$ cat src/rtl/multiword_restoring_divider_macros.svh
// Assertion macros for the multiword restoring divider.
// Included by the RTL files that carry concurrent checks; no other dependencies.
`ifndef MULTIWORD_RESTORING_DIVIDER_MACROS_SVH
`define MULTIWORD_RESTORING_DIVIDER_MACROS_SVH

// same-cycle implication, disabled in reset
`define MRD_ASSERT_NOW(label, clk, rst, ante, cons, msg) \
  label: assert property (@(posedge clk) disable iff (rst) (ante) |-> (cons)) \
    else $error(msg);

// next-cycle implication, disabled in reset
`define MRD_ASSERT_NEXT(label, clk, rst, ante, cons, msg) \
  label: assert property (@(posedge clk) disable iff (rst) (ante) |=> (cons)) \
    else $error(msg);

`endif

$ cat src/rtl/mrd_pkg.sv
// Package for the multiword restoring divider: default sizes and width helpers.
// No dependencies.
`timescale 1ns / 1ps

package mrd_pkg;

  localparam int unsigned WORD_BITS_DEF = 32;
  localparam int unsigned NUM_WORDS_DEF = 2;
  localparam int unsigned FIELD_BITS    = 64;

  typedef struct packed {
    logic valid;
    logic ready;
  } mrd_hs_t;

  function automatic int unsigned op_bits(input int unsigned word_bits,
                                          input int unsigned word_cnt);
    int unsigned total;
    total = word_bits * word_cnt;
    return (total < FIELD_BITS) ? total : FIELD_BITS;
  endfunction

endpackage

$ cat src/rtl/mrd_stage.sv
// One pipeline stage of the divider: decides one quotient bit by compare and subtract.
// Depends on mrd_pkg and multiword_restoring_divider_macros.svh.
`timescale 1ns / 1ps
`include "multiword_restoring_divider_macros.svh"

module mrd_stage
  import mrd_pkg::*;
#(
  parameter int unsigned OP_BITS = 64
) (
  input  logic               clk,
  input  logic               rst,
  input  mrd_hs_t            up,       // valid from upstream, ready returned
  output logic               up_ready,
  input  logic [OP_BITS-1:0] rem_in,
  input  logic [OP_BITS-1:0] work_in,  // dividend bits out at top, quotient bits in at bottom
  input  logic [OP_BITS-1:0] den_in,
  input  logic               dbz_in,
  output logic               down_valid,
  input  logic               down_ready,
  output logic [OP_BITS-1:0] rem,
  output logic [OP_BITS-1:0] work,
  output logic [OP_BITS-1:0] den,
  output logic               dbz
);

  logic               valid;
  logic [OP_BITS:0]   shifted;
  logic [OP_BITS:0]   diff;
  logic               ge;
  logic [OP_BITS-1:0] rem_next;
  logic [OP_BITS-1:0] work_next;
  logic               load;

  assign shifted   = {rem_in, work_in[OP_BITS-1]};
  assign diff      = shifted - {1'b0, den_in};
  assign ge        = ~diff[OP_BITS];
  assign rem_next  = ge ? diff[OP_BITS-1:0] : shifted[OP_BITS-1:0];
  assign work_next = {work_in[OP_BITS-2:0], ge};

  assign up_ready   = ~valid | down_ready;
  assign load       = up.valid & up_ready;
  assign down_valid = valid;

  always_ff @(posedge clk) begin
    if (rst) begin
      valid <= 1'b0;
    end else if (up_ready) begin
      valid <= up.valid;
    end
  end

  always_ff @(posedge clk) begin
    if (load) begin
      rem  <= rem_next;
      work <= work_next;
      den  <= den_in;
      dbz  <= dbz_in;
    end
  end

  `MRD_ASSERT_NOW(a_rem_below_den, clk, rst, valid && (den != '0), rem < den, "partial remainder not below divisor")
  `MRD_ASSERT_NOW(a_dbz_zero_den, clk, rst, valid && dbz, den == '0, "zero-divisor flag with non-zero divisor")
  `MRD_ASSERT_NEXT(a_stall_holds, clk, rst, valid && !down_ready, valid && $stable(rem) && $stable(work), "stalled stage changed")

endmodule

$ cat config.mk
export PLATFORM = sky130hd
export DESIGN_NAME = mrd_stage
export DESIGN_NICKNAME = d
export VERILOG_FILES = /design/src/rtl/mrd_pkg.sv /design/src/rtl/mrd_stage.sv
export VERILOG_INCLUDE_DIRS = /design/src /design/src/rtl
export SDC_FILE = /design/constraint.sdc
export NUM_CORES = 1
export LEC_CHECK = 0
export BUFFER_PORTS_ARGS = -buffer_cell sky130_fd_sc_hd__buf_4
export CORE_ASPECT_RATIO = 1.75
export CORE_MARGIN = 1
export CORE_UTILIZATION = 30
export CTS_CLUSTER_DIAMETER = 120
export DETAILED_ROUTE_END_ITERATION = 10
export GPL_TIMING_DRIVEN = 0
export SKIP_CTS_REPAIR_TIMING = 1
export SYNTH_ARGS = -nofsm -noshare
export SYNTH_HDL_FRONTEND = slang
export SYNTH_SLANG_ARGS = --single-unit
$ cat constraint.sdc
create_clock -name clk -period 6.5 [get_ports clk]
set_input_delay 0.65 -clock clk [delete_from_list [all_inputs] [get_ports clk]]
set_output_delay 0.65 -clock clk [all_outputs]
set_load 0.005 [all_outputs]
==> out/results.ini <==
[finish]
multi_input_area_um2=4660
stdcell_area_um2=15200
area_growth_pct=38.1
mostFrequentLayoutCells=buf_4 (391), edfxtp_1 (193), inv_1 (82)
stdcell_count=1811
nets=1590
layout_commonest_cell=buf_4
nFillCells=3458
layout-drive-gt1-share=0.384
ff_latch_area_um2=5820

[global_route]
gr-usage-met2=0.360
gr-usage-all-layers=0.176
grt-ovfl-total=0
grt_max_degree=74
grt_pass1_wl_um=49400
grt_most_used_layer=met2
grt_antenna_before_repair=3
grt_use_met1=0.163
grt_pass1_vias=9018
grt_use_met3=0.0332

[routing]
drt-wirelength-per-cell_um=18.7
vias=8783
vias_per_cell=4.85
drc=0
ant_nets=0
wl_um=33900
first_pass_iters=4
first_iter_violations=354

[power_and_ir_drop]
seq_power_share=0.430
p_leak_nw=6.72
combPwrFrac=0.273
ir_drop_mv=0.174
power_switching_w=0.00105
swShare=0.293
p_per_area_nw_per_um2=236
post-layout-total-power_w=0.00358
pwr-share-clk=0.297
p_int_w=0.00253

[clocking]
clock_latency_ns=0.45
clock-sinks=194
cts_buffers=17
clk_pin_slew_worst_paths_ns=0.08
cts-root-buf=clkbuf_16
clockBufferDepth=2
cts_tree=built
cts_max_level=4

[setup_path]
crit_family=compound AO/OA/AOI/OAI gates
path_common_cell=a21oi_1
path_class=in2reg
slowest_delay_ns=0.85
critical_path.startpoint_type=input port
cp.buffers_inverters=1
cp.arrival_ns=4.41
cp_cell_sequence=buf_4 -> ha_1 -> a21oi_1 -> o21ai_0 -> o211ai_1 -> a21oi_1 -> o311ai_1 -> o311ai_0 -> nand3_1 -> o21bai_1 -> xor2_1 -> mux2_4
worst-endpoint-required_ns=6.71
setup.worst_path.end_class=flop
slowest_stage=o311ai_1
crit_path_max_fanout=5

[timing]
fin_crit_sh=0.646
setup_viol=0
max_freq_mhz=238
hold_viol_final=0
slew_viol_final=0
slew_headroom=0.331
rsz0062_at_grt=no
clock_skew_ns=0.00738
hold_ws_ns=0.341
worstMarginPinSlew_ns=0.991
min_period_ns=4.20

[logic_synthesis]
synthCells=914
synth_area_um2=11000
synth-main-ff-cell=edfxtp_1
synth-edff-count=193
yosysWarnings=0
synth.distinct_cells=60
async_flop_share=0
avgSynthCellArea_um2=12.0
synth-seq-cells=194
syn_nets=1177
yosysSeqAreaShare=0.529

[floorplan]
core_area_um2=36000
io_pins=393
floorplan.die_area_um2=37400
std_cell_rows=92
start_util=0.305
dieWidth_um=147
die_h_um=255

[placement]
placed_cell_area_um2=14600
post-place-cells=1778
portBuffers=391
hpwl_um=27500
gp_congestion=0.888

[min_path]
hold_path.class=in2reg

[status]
status=complete, no violations

[run]
max-cap-violations=0

## kinds of logic after synthesis
| group | after synthesis | share of synthesized area |
|---|---|---|
| AOI/OAI and AO/OA | 233 | 0.136 |
| DFF | 194 | 0.529 |
| and+or+nand+nor | 175 | 0.0790 |
| buffers and inverters | 122 | 0.0469 |
| muxes | 65 | 0.0864 |
| adders and majority gates | 65 | 0.0747 |
| xor gates and xnor gates | 60 | 0.0478 |
## path summary, 6_finish.rpt
kind,start,endpoint,slack [ns],cells past startpoint
min reg2reg,down_valid,down_valid,0.56,2
max,rem_in[3],rem[61],2.30,12
max reg2reg,down_valid,rem[25],4.70,3
min,rst,down_valid,0.34,2
## per-stage QoR
step | TNS [ns] | setup slack [ns] | util
final | 0 | 2.30 | 0.421
after CTS | 0 | 2.29 | 0.421
after global routing | 0 | 2.17 | 0.421
after global placement | -241.58 | -1.29 | 0.403
after detailed placement | 0 | 1.81 | 0.405
after floorplan | 0 | 0.702 | -
## registers in the layout, indices dropped and copies added (netlist names)
register,flops
down_valid,1
den,64
work,64
dbz,1
rem,64
## cell usage after synthesis (4+ instances only)
cell type    n  area, µm²
nor2_1      29        109
a21oi_1     80        400
o31ai_1      4       30.0
o21a_1       6       45.0
inv_1       82        308
o211ai_1     5       37.5
o21bai_1    10       75.1
nand4_1     19        119
nand2_1     55        206
nand2b_1     6       37.5
o21ai_0     39        195
a21o_1      31        233
nor2b_1      7       43.8
a211oi_1    11       82.6
a31oi_1     13       81.3
nor4_1       4       25.0
buf_6        6       67.6
xor2_1      26        228
or3_1        4       25.0
buf_2       10       50.1
ha_1        64        801
nor3_1      15       75.1
clkbuf_1    23       86.3
xnor2_1     34        298
edfxtp_1   193       5800
nand3_1     15       75.1
mux2_4      59        886
and3_1       9       56.3
## power by group through the flow
stage / clock, W / combinational [W] / sequential (W)
after floorplan: 0 / 0.000543 / 0.00160
after global placement: 0 / 0.000964 / 0.00159
after detailed placement: 0 / 0.000983 / 0.00157
after CTS: 0.00109 / 0.000988 / 0.00154
after global routing: 0.00113 / 0.00106 / 0.00155
final: 0.00106 / 0.000978 / 0.00154
## routing by layer
metal,vias to the layer above,share of wire
met1,4218,0.34
met2,287,0.58
met3,49,0.051
met5,-,0.00068
met4,4,0.031
li1,4225,-
## cell type report
class	count	area share
multi-input cells	598	0.307
clock buffers	18	0.0283
diodes	1	0.000165
inverters	83	0.0205
well taps	470	0.0387
plain buffers	39	0.0134
clock inverters	14	0.0104
repair buffers	394	0.198
flip-flops and latches	194	0.383
Note: power is estimated with default switching activity, not from simulation.
